File: src/sv/psfp_pkg.sv
// shared constants for the particle sensor frame parser
package psfp_pkg;

  localparam int unsigned FRAME_LEN = 20;
  localparam int unsigned NUM_CELLS = FRAME_LEN - 1;
  localparam int unsigned POS_W = 5;
  localparam logic [POS_W-1:0] LAST_POS = POS_W'(FRAME_LEN - 1);
  localparam logic [POS_W-1:0] SUM_FIRST = POS_W'(2);
  localparam logic [POS_W-1:0] SUM_LAST = POS_W'(17);

  localparam logic [7:0] HDR0 = 8'h4A;
  localparam logic [7:0] HDR1 = 8'h43;
  localparam logic [7:0] FOOTER = 8'h0D;
  localparam logic [7:0] EXP_ALL_ONES = 8'hFF;

  localparam logic [31:0] MASS_LIMIT_RESET = 32'h461C4000;
  localparam logic [31:0] COUNT_LIMIT_RESET = 32'h49742400;

  localparam int unsigned CFG_IDX_W = 1;
  localparam logic [CFG_IDX_W-1:0] REG_MASS_LIMIT = 1'b0;
  localparam logic [CFG_IDX_W-1:0] REG_COUNT_LIMIT = 1'b1;

  localparam int unsigned STATUS_W = 3;
  localparam logic [STATUS_W-1:0] ST_OK = 3'd0;
  localparam logic [STATUS_W-1:0] ST_FRAMING = 3'd1;
  localparam logic [STATUS_W-1:0] ST_CHECKSUM = 3'd2;
  localparam logic [STATUS_W-1:0] ST_PM1 = 3'd3;
  localparam logic [STATUS_W-1:0] ST_PM25 = 3'd4;
  localparam logic [STATUS_W-1:0] ST_PM10 = 3'd5;
  localparam logic [STATUS_W-1:0] ST_COUNT = 3'd6;

  localparam int unsigned OUT_BITS = STATUS_W + 4 * 32;
  localparam int unsigned OUT_W = ((OUT_BITS + 7) / 8) * 8;

endpackage

File: src/sv/psfp_byte_cell.sv
// one byte cell of the frame shift chain
module psfp_byte_cell (
  input  logic       clk,
  input  logic       shift,
  input  logic [7:0] d,
  output logic [7:0] q
);

  always_ff @(posedge clk) begin
    if (shift) begin
      q <= d;
    end
  end

endmodule

File: src/sv/psfp_value_check.sv
// range check of one ieee single pattern against a limit pattern
module psfp_value_check (
  input  logic [31:0] value,
  input  logic [31:0] limit,
  output logic        ok
);

  logic [30:0] mag;
  logic [30:0] lmag;
  logic        limit_nan;

  assign mag = value[30:0];
  assign lmag = limit[30:0];
  assign limit_nan = (limit[30:23] == psfp_pkg::EXP_ALL_ONES) && (limit[22:0] != 23'd0);

  always_comb begin
    if (value[30:23] == psfp_pkg::EXP_ALL_ONES) begin
      ok = 1'b0;
    end else if (value[31] && (mag != 31'd0)) begin
      ok = 1'b0;
    end else if (limit_nan) begin
      ok = 1'b1;
    end else if (limit[31]) begin
      ok = (mag == 31'd0) && (lmag == 31'd0);
    end else begin
      ok = (mag <= lmag);
    end
  end

endmodule

File: src/sv/particle_sensor_frame_parser_top.sv
// top level of the particle sensor frame parser
// the result item becomes valid in the cycle after the twentieth byte of a frame is accepted
// throughput: one byte item per cycle while the result side does not stall; one result item per twenty bytes
// rate is set by the result side handshake; the byte shift chain moves one cell per accepted item
// reset: synchronous active high; clears byte position, checksum, output valid and
// loads the default limit patterns
module particle_sensor_frame_parser_top #(
  parameter logic [31:0] MASS_LIMIT_INIT = psfp_pkg::MASS_LIMIT_RESET,
  parameter logic [31:0] COUNT_LIMIT_INIT = psfp_pkg::COUNT_LIMIT_RESET
) (
  input  logic                               clk,
  input  logic                               rst,
  input  logic                               s_tvalid,
  output logic                               s_tready,
  input  logic [7:0]                         s_tdata,   // rx_byte
  output logic                               m_tvalid,
  input  logic                               m_tready,
  // status[2:0], pm1_bits[34:3], pm25_bits[66:35], pm10_bits[98:67], count_bits[130:99]
  output logic [psfp_pkg::OUT_W-1:0]         m_tdata,
  input  logic                               cfg_we,
  input  logic [psfp_pkg::CFG_IDX_W-1:0]     cfg_index,
  input  logic [31:0]                        cfg_data
);

  localparam int unsigned NC = psfp_pkg::NUM_CELLS;

  logic [31:0]               mass_limit;
  logic [31:0]               count_limit;
  logic [psfp_pkg::POS_W-1:0] pos;
  logic [7:0]                sum;
  logic                      in_acc;
  logic                      last_byte;
  logic [7:0]                cell_q [NC];
  logic [31:0]               pm1;
  logic [31:0]               pm25;
  logic [31:0]               pm10;
  logic [31:0]               cnt;
  logic                      pm1_ok;
  logic                      pm25_ok;
  logic                      pm10_ok;
  logic                      cnt_ok;
  logic [psfp_pkg::STATUS_W-1:0] status_next;

  assign s_tready = !m_tvalid || m_tready;
  assign in_acc = s_tvalid && s_tready;
  assign last_byte = (pos >= psfp_pkg::LAST_POS);

  always_ff @(posedge clk) begin
    if (rst) begin
      mass_limit <= MASS_LIMIT_INIT;
      count_limit <= COUNT_LIMIT_INIT;
    end else if (cfg_we) begin
      unique case (cfg_index)
        psfp_pkg::REG_MASS_LIMIT:  mass_limit <= cfg_data;
        psfp_pkg::REG_COUNT_LIMIT: count_limit <= cfg_data;
        default: ;
      endcase
    end
  end

  genvar gi;
  generate
    for (gi = 0; gi < NC; gi++) begin : g_cell
      if (gi == 0) begin : g_head
        psfp_byte_cell u_cell (
          .clk   (clk),
          .shift (in_acc),
          .d     (s_tdata),
          .q     (cell_q[gi])
        );
      end else begin : g_body
        psfp_byte_cell u_cell (
          .clk   (clk),
          .shift (in_acc),
          .d     (cell_q[gi-1]),
          .q     (cell_q[gi])
        );
      end
    end
  endgenerate

  // byte k of the frame sits in cell NC-1-k when the footer arrives
  assign pm25 = {cell_q[13], cell_q[14], cell_q[15], cell_q[16]};
  assign pm10 = {cell_q[9], cell_q[10], cell_q[11], cell_q[12]};
  assign pm1 = {cell_q[5], cell_q[6], cell_q[7], cell_q[8]};
  assign cnt = {cell_q[1], cell_q[2], cell_q[3], cell_q[4]};

  psfp_value_check u_chk_pm1 (.value(pm1), .limit(mass_limit), .ok(pm1_ok));
  psfp_value_check u_chk_pm25 (.value(pm25), .limit(mass_limit), .ok(pm25_ok));
  psfp_value_check u_chk_pm10 (.value(pm10), .limit(mass_limit), .ok(pm10_ok));
  psfp_value_check u_chk_cnt (.value(cnt), .limit(count_limit), .ok(cnt_ok));

  always_comb begin
    if (cell_q[NC-1] != psfp_pkg::HDR0 || cell_q[NC-2] != psfp_pkg::HDR1
        || s_tdata != psfp_pkg::FOOTER) begin
      status_next = psfp_pkg::ST_FRAMING;
    end else if (sum != cell_q[0]) begin
      status_next = psfp_pkg::ST_CHECKSUM;
    end else if (!pm1_ok) begin
      status_next = psfp_pkg::ST_PM1;
    end else if (!pm25_ok) begin
      status_next = psfp_pkg::ST_PM25;
    end else if (!pm10_ok) begin
      status_next = psfp_pkg::ST_PM10;
    end else if (!cnt_ok) begin
      status_next = psfp_pkg::ST_COUNT;
    end else begin
      status_next = psfp_pkg::ST_OK;
    end
  end

  always_ff @(posedge clk) begin
    if (rst) begin
      pos <= '0;
      sum <= '0;
    end else if (in_acc) begin
      if (last_byte) begin
        pos <= '0;
        sum <= '0;
      end else begin
        pos <= pos + 1'b1;
        if (pos >= psfp_pkg::SUM_FIRST && pos <= psfp_pkg::SUM_LAST) begin
          sum <= sum + s_tdata;
        end
      end
    end
  end

  always_ff @(posedge clk) begin
    if (rst) begin
      m_tvalid <= 1'b0;
    end else if (in_acc && last_byte) begin
      m_tvalid <= 1'b1;
    end else if (m_tready) begin
      m_tvalid <= 1'b0;
    end
  end

  always_ff @(posedge clk) begin
    if (in_acc && last_byte) begin
      m_tdata <= psfp_pkg::OUT_W'({cnt, pm10, pm25, pm1, status_next});
    end
  end

  a_pos_range: assert property (@(posedge clk) disable iff (rst)
    pos <= psfp_pkg::LAST_POS)
    else $error("byte position past end of frame");

  a_sum_clear: assert property (@(posedge clk) disable iff (rst)
    (pos <= psfp_pkg::SUM_FIRST) |-> (sum == 8'd0))
    else $error("checksum not clear at frame start");

  a_result_after_footer: assert property (@(posedge clk) disable iff (rst)
    (in_acc && last_byte) |=> m_tvalid)
    else $error("no result item after last byte");

  a_result_source: assert property (@(posedge clk) disable iff (rst)
    $rose(m_tvalid) |-> $past(in_acc && last_byte))
    else $error("result item without a finished frame");

endmodule

File: config.mk
export PLATFORM = sky130hd
export DESIGN_NAME = particle_sensor_frame_parser_top
export DESIGN_NICKNAME = d
export VERILOG_FILES = /design/src/sv/psfp_pkg.sv /design/src/sv/psfp_byte_cell.sv /design/src/sv/psfp_value_check.sv /design/src/sv/particle_sensor_frame_parser_top.sv
export SDC_FILE = /design/constraint.sdc
export NUM_CORES = 1
export LEC_CHECK = 0
export BUFFER_PORTS_ARGS = -buffer_cell sky130_fd_sc_hd__buf_2
export CAP_MARGIN = 10
export CORE_ASPECT_RATIO = 0.8
export CORE_UTILIZATION = 45
export DETAILED_ROUTE_END_ITERATION = 7
export PLACE_DENSITY = 0.6
export SLEW_MARGIN = 5
export SYNTH_ARGS = -nofsm -noshare
export SYNTH_HDL_FRONTEND = slang
export SYNTH_HIERARCHICAL = 1
export SYNTH_SLANG_ARGS = --single-unit
export TNS_END_PERCENT = 50
File: constraint.sdc
create_clock -name clk -period 11.4 [get_ports clk]
set_input_delay 2.28 -clock clk [delete_from_list [all_inputs] [get_ports clk]]
set_output_delay 2.28 -clock clk [all_outputs]
set_load 0.1 [all_outputs]
### After elaboration in Yosys (flattened, before gate mapping)

Index checks and enable logic that the tools add are counted.

* bits in registers: 361
* input port bits: 46
* output and inout bits: 138

* $add $sub $neg: 2
* muxes and demuxes: 26
* reduce and logical (&&, ||, !) cells: 35
* bitwise operators: 2
* magnitude comparators: 7
* equal/unequal tests: 10

Operators with widths (number)
* $logic_not 31->1: 6
* $le 31x31->1: 4
* $reduce_bool 31->1: 4
* $eq 8x8->1 const B: 6
* $reduce_bool 23->1: 2
* $mux 1: 18
* $mux 8: 2
* $ne 8x7->1 const B: 2
* $logic_and 1x1->1: 13
* $mux 3: 3
* $add 8x8->8: 1
* $ne 8x4->1 const B: 1
* $ne 8x8->1: 1
* $reduce_and 2->1: 3
* $add 5x1->5 const B: 1
* $ge 5x2->1 const B: 1
* $ge 5x5->1 const B: 1
* $le 5x5->1 const B: 1
* $mux 5: 1
* $mux 2: 2
* $reduce_bool 2->1: 2
* $logic_or 1x1->1: 3
* $reduce_or 3->1: 1
* $not 1->1: 2
* $logic_not 1->1: 1

### Logic depth before layout (Yosys ltp)

Gate-level depths: netlist of run 1.

* word-level depth: 11
* depth in mapped cells: 11
* gate-level depth less buffers: 11

### By module

The synthesis of run 1 kept the hierarchy.

Modules (own cells, without submodules)
* particle_sensor_frame_parser_top: area an instance 7385.8 um2, sequential area each 5495.3 um2, cells each 557, times used 1
* psfp_byte_cell: area an instance 240.2 um2, sequential area each 240.2 um2, cells each 8, times used 19
* psfp_value_check at u_chk_pm1 ...: area an instance 972.2 um2, sequential area each 0.0 um2, cells each 143, times used 3
* psfp_value_check at u_chk_cnt: area an instance 970.9 um2, sequential area each 0.0 um2, cells each 140, times used 1

### Least setup slack after synthesis of run 1

OpenSTA, ideal clock, no wires.

* kind: in2reg
* start: in m_tready
* end: reg m_tdata[0] (netlist bit), enable pin
* arrival: 8.014 ns
* stages: 5
* buffers on the path: 0
* setup slack: 2.902 ns
* cell sequence: nand2b_1 > nand2_1 > inv_2 > nand2_1 > inv_1

* word-level cells in the longest chain between the ends: 3

RTL lines
* start: declaration: line particle_sensor_frame_parser_top.sv:17 `input logic m_tready,`
* $logic_or 1x1->1: line particle_sensor_frame_parser_top.sv:44 `assign s_tready = !m_tvalid || m_tready;`
* $logic_and 1x1->1: line particle_sensor_frame_parser_top.sv:45 `assign in_acc = s_tvalid && s_tready;`
* net in_acc: line particle_sensor_frame_parser_top.sv:31 `logic in_acc;`
* $logic_and 1x1->1: line particle_sensor_frame_parser_top.sv:140 `if (in_acc && last_byte) begin`
* end signal: assignment: line particle_sensor_frame_parser_top.sv:141 `m_tdata <= psfp_pkg::OUT_W'({cnt, pm10, pm25, pm1, status_next});`
* end: declaration: line particle_sensor_frame_parser_top.sv:19 `output logic [psfp_pkg::OUT_W-1:0] m_tdata,`

The timed path passes the listed nets, and every way through them passes these cells.
A chain may end at the register's enable or synchronous reset.

### Worst setup path in the final report of run 1

* start: in m_tready
* end: out s_tready

* word-level cells in the longest chain between the ends: 1

RTL lines
* $logic_or 1x1->1: line particle_sensor_frame_parser_top.sv:44
* end: declaration: line particle_sensor_frame_parser_top.sv:14 `output logic s_tready,`

Every way passes these cells.

==> metrics.md, run 1 <==
| Metric | Value |
|---|---|
| Die W | `212 um` |
| Power per Cell Area | `162 nW/um^2` |
| Die area | `36000 sq um` |
| Slew @ Worst Pin | `1180 ps` |
| Total CTS buffers | `38` |
| IO Pins | `184` |
| Worst-case vdd ir drop | `0.0749 mV` |
| Cts hold-fix bufs | `0` |
| CTS tree | `built` |
| Cts repair resizes | `0` |
| Area leader, netlist | `edfxtp_1` |
| Worst setup EP type | `primary output` |
| Setup Buffers After CTS | `0` |
| Fraction of layout cells with a size suffix above 1 | `16.9%` |
| Dominant synthesized flop cell | `edfxtp_1` |
| Flop2flop setup slack | `8160 ps` |
| CP top delay family | `buffers and inverters` |
| Number of cells on the critical path | `3` |
| Gpl congestion | `0.882` |
| ANT nets after route | `0` |
| Design area | `18500 sq um` |
| Root buffer selected by CTS | `clkbuf_16` |
| Iteration-0 DRC Markers | `1041` |
| Total chip power | `3.00 mW` |
| H-tree Lvls | `2` |
| First-pass GRT wire length | `61200 um` |
| Netlist Area Pre-Place | `15800 sq um` |
| Worst skew pair latency | `530 ps` |
| Met3 routed WL | `2500 um` |
| RSZ-0062 raised after global routing | `false` |
| P&R area growth vs syn | `17.0%` |
| Synth top area cells | `edfxtp_1 54%, ha_1 11%, dfxtp_1 9.9%` |
| CTS sink cnt | `361` |
| IO Port Bufs | `178` |
| CTS max path bufs | `3` |
| Leakage | `7.01 nW` |
| Filler cells | `3013` |
| Starting Density | `45.6%` |
| Post-route DRC violation count | `0` |
| Initial antenna violation count | `3` |
| Worst EP required | `9120 ps` |
| Status | `complete, no violations` |
| Post-Syn Area per Cell | `12.4 sq um` |
| Total length of routed met2 wires | `18000 um` |
| Crit-path slowest cell | `buf_2` |
| Via-to-Cell Ratio | `5.55` |
| Dpl hpwl | `28200 um` |
| Final wirelength | `40700 um` |
| Buf/Inv on CP | `2` |
| Endpoints failing setup | `0` |
| Setup_tns | `0 ps` |
| CP Launch Type | `input port` |
| Largest net degree at the start of global routing | `82` |
| Hold depth | `0` |
| Critical Path AT | `2910 ps` |
| Worst hold path type | `reg -> reg` |
| Total number of vias | `11000` |
| Max_slew headroom | `21.6%` |
| Final Hold Viols | `0` |
| Met1 WL | `19300 um` |
| Top Layer Used | `met4` |
| # Max-Cap Violations | `0` |
| Grt ovf | `0` |
| Reg2Reg Depth | `6` |
| Worst path cell trace | `buf_2 > nand2b_1 > buf_2` |
| Final worst setup slack | `6210 ps` |
| Vias in the first global route | `10400` |
| Core footprint | `34700 sq um` |
| Row Count | `61` |
| Fraction of registers with async set/reset | `0%` |
| Top cells by count, synth | `283 x edfxtp_1, 171 x nand2_1, 134 x ha_1` |
| Crit-path max cell delay | `440 ps` |
| WS Path Type | `in -> out` |
| Post-synth EDFFs | `283` |
| Pre-CTS setup slack | `5960 ps` |
| Worst Path Max Fanout | `3` |
| Nets@finish | `1657` |
| Synth warn | `6` |
| Clock skew | `14.9 ps` |
| Most frequent CP cell | `buf_2` |
| Synth top area share | `53.7%` |
| Drt pass-1 iters | `5` |
| Highest Clock Rate | `0.193 GHz` |
| Fin crit share | `45.6%` |
| Post-route insts no fill | `1981` |
| Wire per inst | `20.5 um` |
| Clock transition at path regs | `60 ps` |
| Placed Area | `17200 sq um` |
| Distinct cell type count after synthesis | `59` |
| Count leader, synth | `edfxtp_1` |
| Placed Cells incl. Taps | `1907` |
| Chip Height | `170 um` |
| Post-synthesis sequential area ratio | `63.5%` |
| Mapped Cells | `1278` |
| Flops & latches, synth | `361` |
| Tmin final | `5190 ps` |
| Max Slew Vio Count | `0` |
| Total Routing Usage GR | `22.6%` |
==> cell families after synthesis <==
kind of cell / synth area share, %
xor gates and xnor gates: 0.830
buffers and inverters: 3.96
muxes: 0.190
and+or+nand+nor: 13.4
adders and majority gates: 10.7
DFF: 63.5
other: 0.0237
AOI/OAI and AO/OA: 7.39
==> routing by layer <==
layer | GRT usage [%] | vias up
li1 | - | 5132
met1 | 33.8 | 5342
met2 | 34.1 | 446
met3 | 3.28 | 65
met4 | 6.58 | 0
met5 | 0 | -
==> stage by stage <==
stage                     util [%]  hold WS (ps)
after global routing          53.3           466
after floorplan                  -           418
after detailed placement      49.6           438
final                         53.3           451
after CTS                     53.2           452
after global placement        49.6           435
==> registers in the layout (all words and copies together) (netlist names) <==
name,flops
count_limit,32
g_cell.g_body.u_cell/q,144
g_cell.g_head.u_cell/q,8
m_tdata,131
m_tvalid,1
mass_limit,32
pos,5
sum,8
==> power breakdown <==
part / internal [mW] / switching, mW / leakage [nW] / total [mW]
Combinational: 0.0876 / 0.127 / 3.11 / 0.214
Clock: 0.725 / 0.513 / 0.597 / 1.24
Sequential: 1.47 / 0.0740 / 3.30 / 1.55
==> final timing paths <==
| kind | end | start |
|---|---|---|
| setup / recovery | s_tready | m_tready |
| hold / removal | g_cell[18].g_body.u_cell/q[3] | g_cell[17].g_body.u_cell/q[3] |
| setup reg to reg | m_tdata[15] | m_tvalid |
| hold reg to reg | g_cell[18].g_body.u_cell/q[3] | g_cell[17].g_body.u_cell/q[3] |
==> layout make-up <==
class	count	area, sq um	share of cell area, %
Clock inverter	24	208	1.12
Tap cell	472	591	3.19
Multi-Input combinational cell	761	5170	27.9
Clock buffer	46	1040	5.64
Inverter	132	503	2.72
Antenna cell	3	7.51	0.0405
Timing Repair Buffer	182	941	5.08
Sequential cell	361	10100	54.3
==> cell usage in the layout (no fill, tap or decap), types with 4 or more instances in the layout <==
cell type,instances
a211oi_1,11
a211oi_2,4
a21o_1,5
a21oi_1,99
and4_1,8
buf_2,178
clkbuf_1,5
clkbuf_16,41
clkinv_1,8
clkinv_2,5
clkinvlp_4,5
conb_1,5
dfxtp_1,78
edfxtp_1,283
ha_1,134
inv_1,130
nand2_1,171
nand2b_1,5
nand3_1,21
nand3b_1,25
nand4_1,51
nor2_1,32
nor2b_1,4
nor3_1,29
nor4_1,54
o211ai_1,4
o21ai_0,27
o21ai_1,4
o31ai_1,4
xnor2_1,12
(Power assumes the default switching activity.)
==> inputs of run 2 (changes only) <==
==> constraint.sdc (replaced) <==
create_clock -name clk -period 5 [get_ports clk]
set_input_delay 1 -clock clk [delete_from_list [all_inputs] [get_ports clk]]
set_output_delay 1 -clock clk [all_outputs]
set_load 0.1 [all_outputs]
==> metrics.md, run 2 (same netlist as run 1, synthesis figures left out) <==
| Metric | Value |
|---|---|
| Setup Buffers After CTS | `0 (unchanged)` |
| IO Pins | `184 (unchanged)` |
| P&R area growth vs syn | `16.3% (was 17.0%)` |
| Leakage | `6.97 nW (was 7.01 nW)` |
| Final wirelength | `40300 um (was 40700 um)` |
| Top reg by flops | `g_cell.g_body.u_cell/q (unchanged)` |
| Power per Cell Area | `364 nW/um^2 (was 162 nW/um^2)` |
| Clock transition at path regs | `60 ps (about the same)` |
| Iteration-0 DRC Markers | `979 (was 1041)` |
| Worst skew pair latency | `520 ps (was 530 ps)` |
| Status | `complete, no violations (unchanged)` |
| Starting Density | `45.6% (unchanged)` |
| Grt ovf | `0 (unchanged)` |
| Critical Path AT | `3110 ps (was 2910 ps)` |
| Dpl hpwl | `28000 um (was 28200 um)` |
| Root buffer selected by CTS | `clkbuf_16 (unchanged)` |
| Via-to-Cell Ratio | `5.47 (was 5.55)` |
| Clock skew | `14.2 ps (was 14.9 ps)` |
| Gpl congestion | `0.897 (was 0.882)` |
| Max_slew headroom | `19.3% (was 21.6%)` |
| Worst setup EP type | `register (was primary output)` |
| Fin crit share | `56.7%` |
| IO Port Bufs | `178 (unchanged)` |
| Final hold slack | `449 ps (was 451 ps)` |
| CTS sink cnt | `361 (unchanged)` |
| Total CTS buffers | `37 (was 38)` |
| Slew @ Worst Pin | `1200 ps (was 1180 ps)` |
| Total chip power | `6.71 mW (was 3.00 mW)` |
| Post-route DRC violation count | `0 (unchanged)` |
| Final worst setup slack | `2170 ps (was 6210 ps)` |
| Endpoints failing setup | `0 (unchanged)` |
| Commonest non-fill, non-tap cells in the layout | `283 x edfxtp_1, 178 x buf_2, 171 x nand2_1, 134 x ha_1, 130 x inv_1 (unchanged)` |
| Row Count | `61 (unchanged)` |
| Biggest regs | `g_cell.g_body.u_cell/q (144), m_tdata (131) (unchanged)` |
| Cts hold-fix bufs | `0 (unchanged)` |
| Core footprint | `34700 sq um (unchanged)` |
| Highest Clock Rate | `0.353 GHz` |
| First-pass GRT wire length | `61400 um (was 61200 um)` |
| Wire per inst | `20.4 um (was 20.5 um)` |
| Total Routing Usage GR | `22.6% (about the same)` |
| H-tree Lvls | `2 (unchanged)` |
| RSZ-0062 raised after global routing | `false (unchanged)` |
| Vias in the first global route | `10500 (was 10400)` |
| Total number of vias | `10800 (was 11000)` |
| Pre-CTS setup slack | `1680 ps (was 5960 ps)` |
| Fraction of layout cells with a size suffix above 1 | `16.8% (was 16.9%)` |
| Worst Path Max Fanout | `7 (was 3)` |
| Die W | `212 um (unchanged)` |
| Worst hold path type | `reg -> reg (unchanged)` |
| ANT nets after route | `0 (unchanged)` |
| Worst path cell trace | `inv_1 > ha_1 > a211oi_2 > nor2_1 > o31ai_1 > o211ai_1 > a2111oi_2 > o21a_1 > o21ai_0 > a21o_1 (was buf_2 > nand2b_1 > buf_2)` |
| Filler cells | `2981 (was 3013)` |
| Setup_tns | `0 ps (unchanged)` |
| Commonest non-fill, non-tap cell in the layout | `edfxtp_1 (unchanged)` |
| Crit-path slowest cell | `dfxtp_1 (was buf_2)` |
| Drt pass-1 iters | `5 (unchanged)` |
| Tmin final | `2830 ps` |
| Max Slew Vio Count | `0 (unchanged)` |
| CTS tree | `built (unchanged)` |
| Max reg flops | `144 (unchanged)` |
| Chip Height | `170 um (unchanged)` |
| Die area | `36000 sq um (unchanged)` |
| WS Path Type | `reg -> reg (was in -> out)` |
| Crit-path max cell delay | `510 ps (was 440 ps)` |
| Area of the multi-input gates | `5170 sq um (about the same)` |
| Worst EP required | `5280 ps (was 9120 ps)` |
| Nets@finish | `1655 (was 1657)` |
| Largest net degree at the start of global routing | `132 (was 82)` |
| Cts repair resizes | `0 (unchanged)` |
| Register Area | `10100 sq um (about the same)` |
| Initial antenna violation count | `6 (was 3)` |
| CTS max path bufs | `3 (unchanged)` |
| Worst-case vdd ir drop | `0.199 mV (was 0.0749 mV)` |
| Final Hold Viols | `0 (unchanged)` |
| CP Launch Type | `register (was input port)` |
| # Max-Cap Violations | `0 (unchanged)` |
[run 2: changes by cell type in the layout (fill, tap and decap cells not counted), moves of 3 or more]
cell,delta
clkbuf_16,-4
clkinv_1,-3
clkinv_2,+3
clkinvlp_4,-3
diode_2,+3
[run 2: power breakdown]
group / total, mW / internal, mW / switching, mW
Combinational: 0.482 / 0.197 / 0.286
Sequential: 3.52 / 3.36 / 0.167
Clock: 2.70 / 1.58 / 1.12
Total: 6.71 / 5.13 / 1.57
[run 2: per-layer routing]
layer / track usage [%] / share of wire [%]
met1: 33.2 / 47
met2: 33.5 / 43
met3: 4.18 / 6.8
met4: 7.81 / 2.4
met5: 0 / 0
[run 2: area by class of cell]
type	instances	share of cell area, %
antenna	6	0.0815
clock buffer	44	5.23
clock inverter	19	1.06
inverter	132	2.74
multi-input combinational	761	28.1
sequential	361	54.6
tap	472	3.20
timing repair buffer	181	5.02
[run 2: final timing paths]
path | start | end | slack [ps] | depth (start not counted)
hold / removal | g_cell[17].g_body.u_cell/q[3] | g_cell[18].g_body.u_cell/q[3] | 450 | 0
hold reg to reg | g_cell[17].g_body.u_cell/q[3] | g_cell[18].g_body.u_cell/q[3] | 450 | 0
setup reg to reg | mass_limit[4] | m_tdata[0] | 2170 | 10
setup / recovery | mass_limit[4] | m_tdata[0] | 2170 | 10
[run 2: critical path: cells and delay by family (launching register included)]
family / cells / cell delay [ps]
AOI/OAI and AO/OA: 7 / 1600
adders and majority gates: 1 / 320
buffers and inverters: 1 / 90
DFF: 1 / 510
and+or+nand+nor: 1 / 80
[run 2: per-stage QoR]
step	std cells	utilization, %	cell area (sq um)
6_report	1976	53.1	18400
3_5_place_dp	1907	49.7	17300
4_1_cts	1970	53.0	18400
5_1_grt	1976	53.1	18400
2_1_floorplan	1282	-	15900
3_3_place_gp	1907	49.7	17300
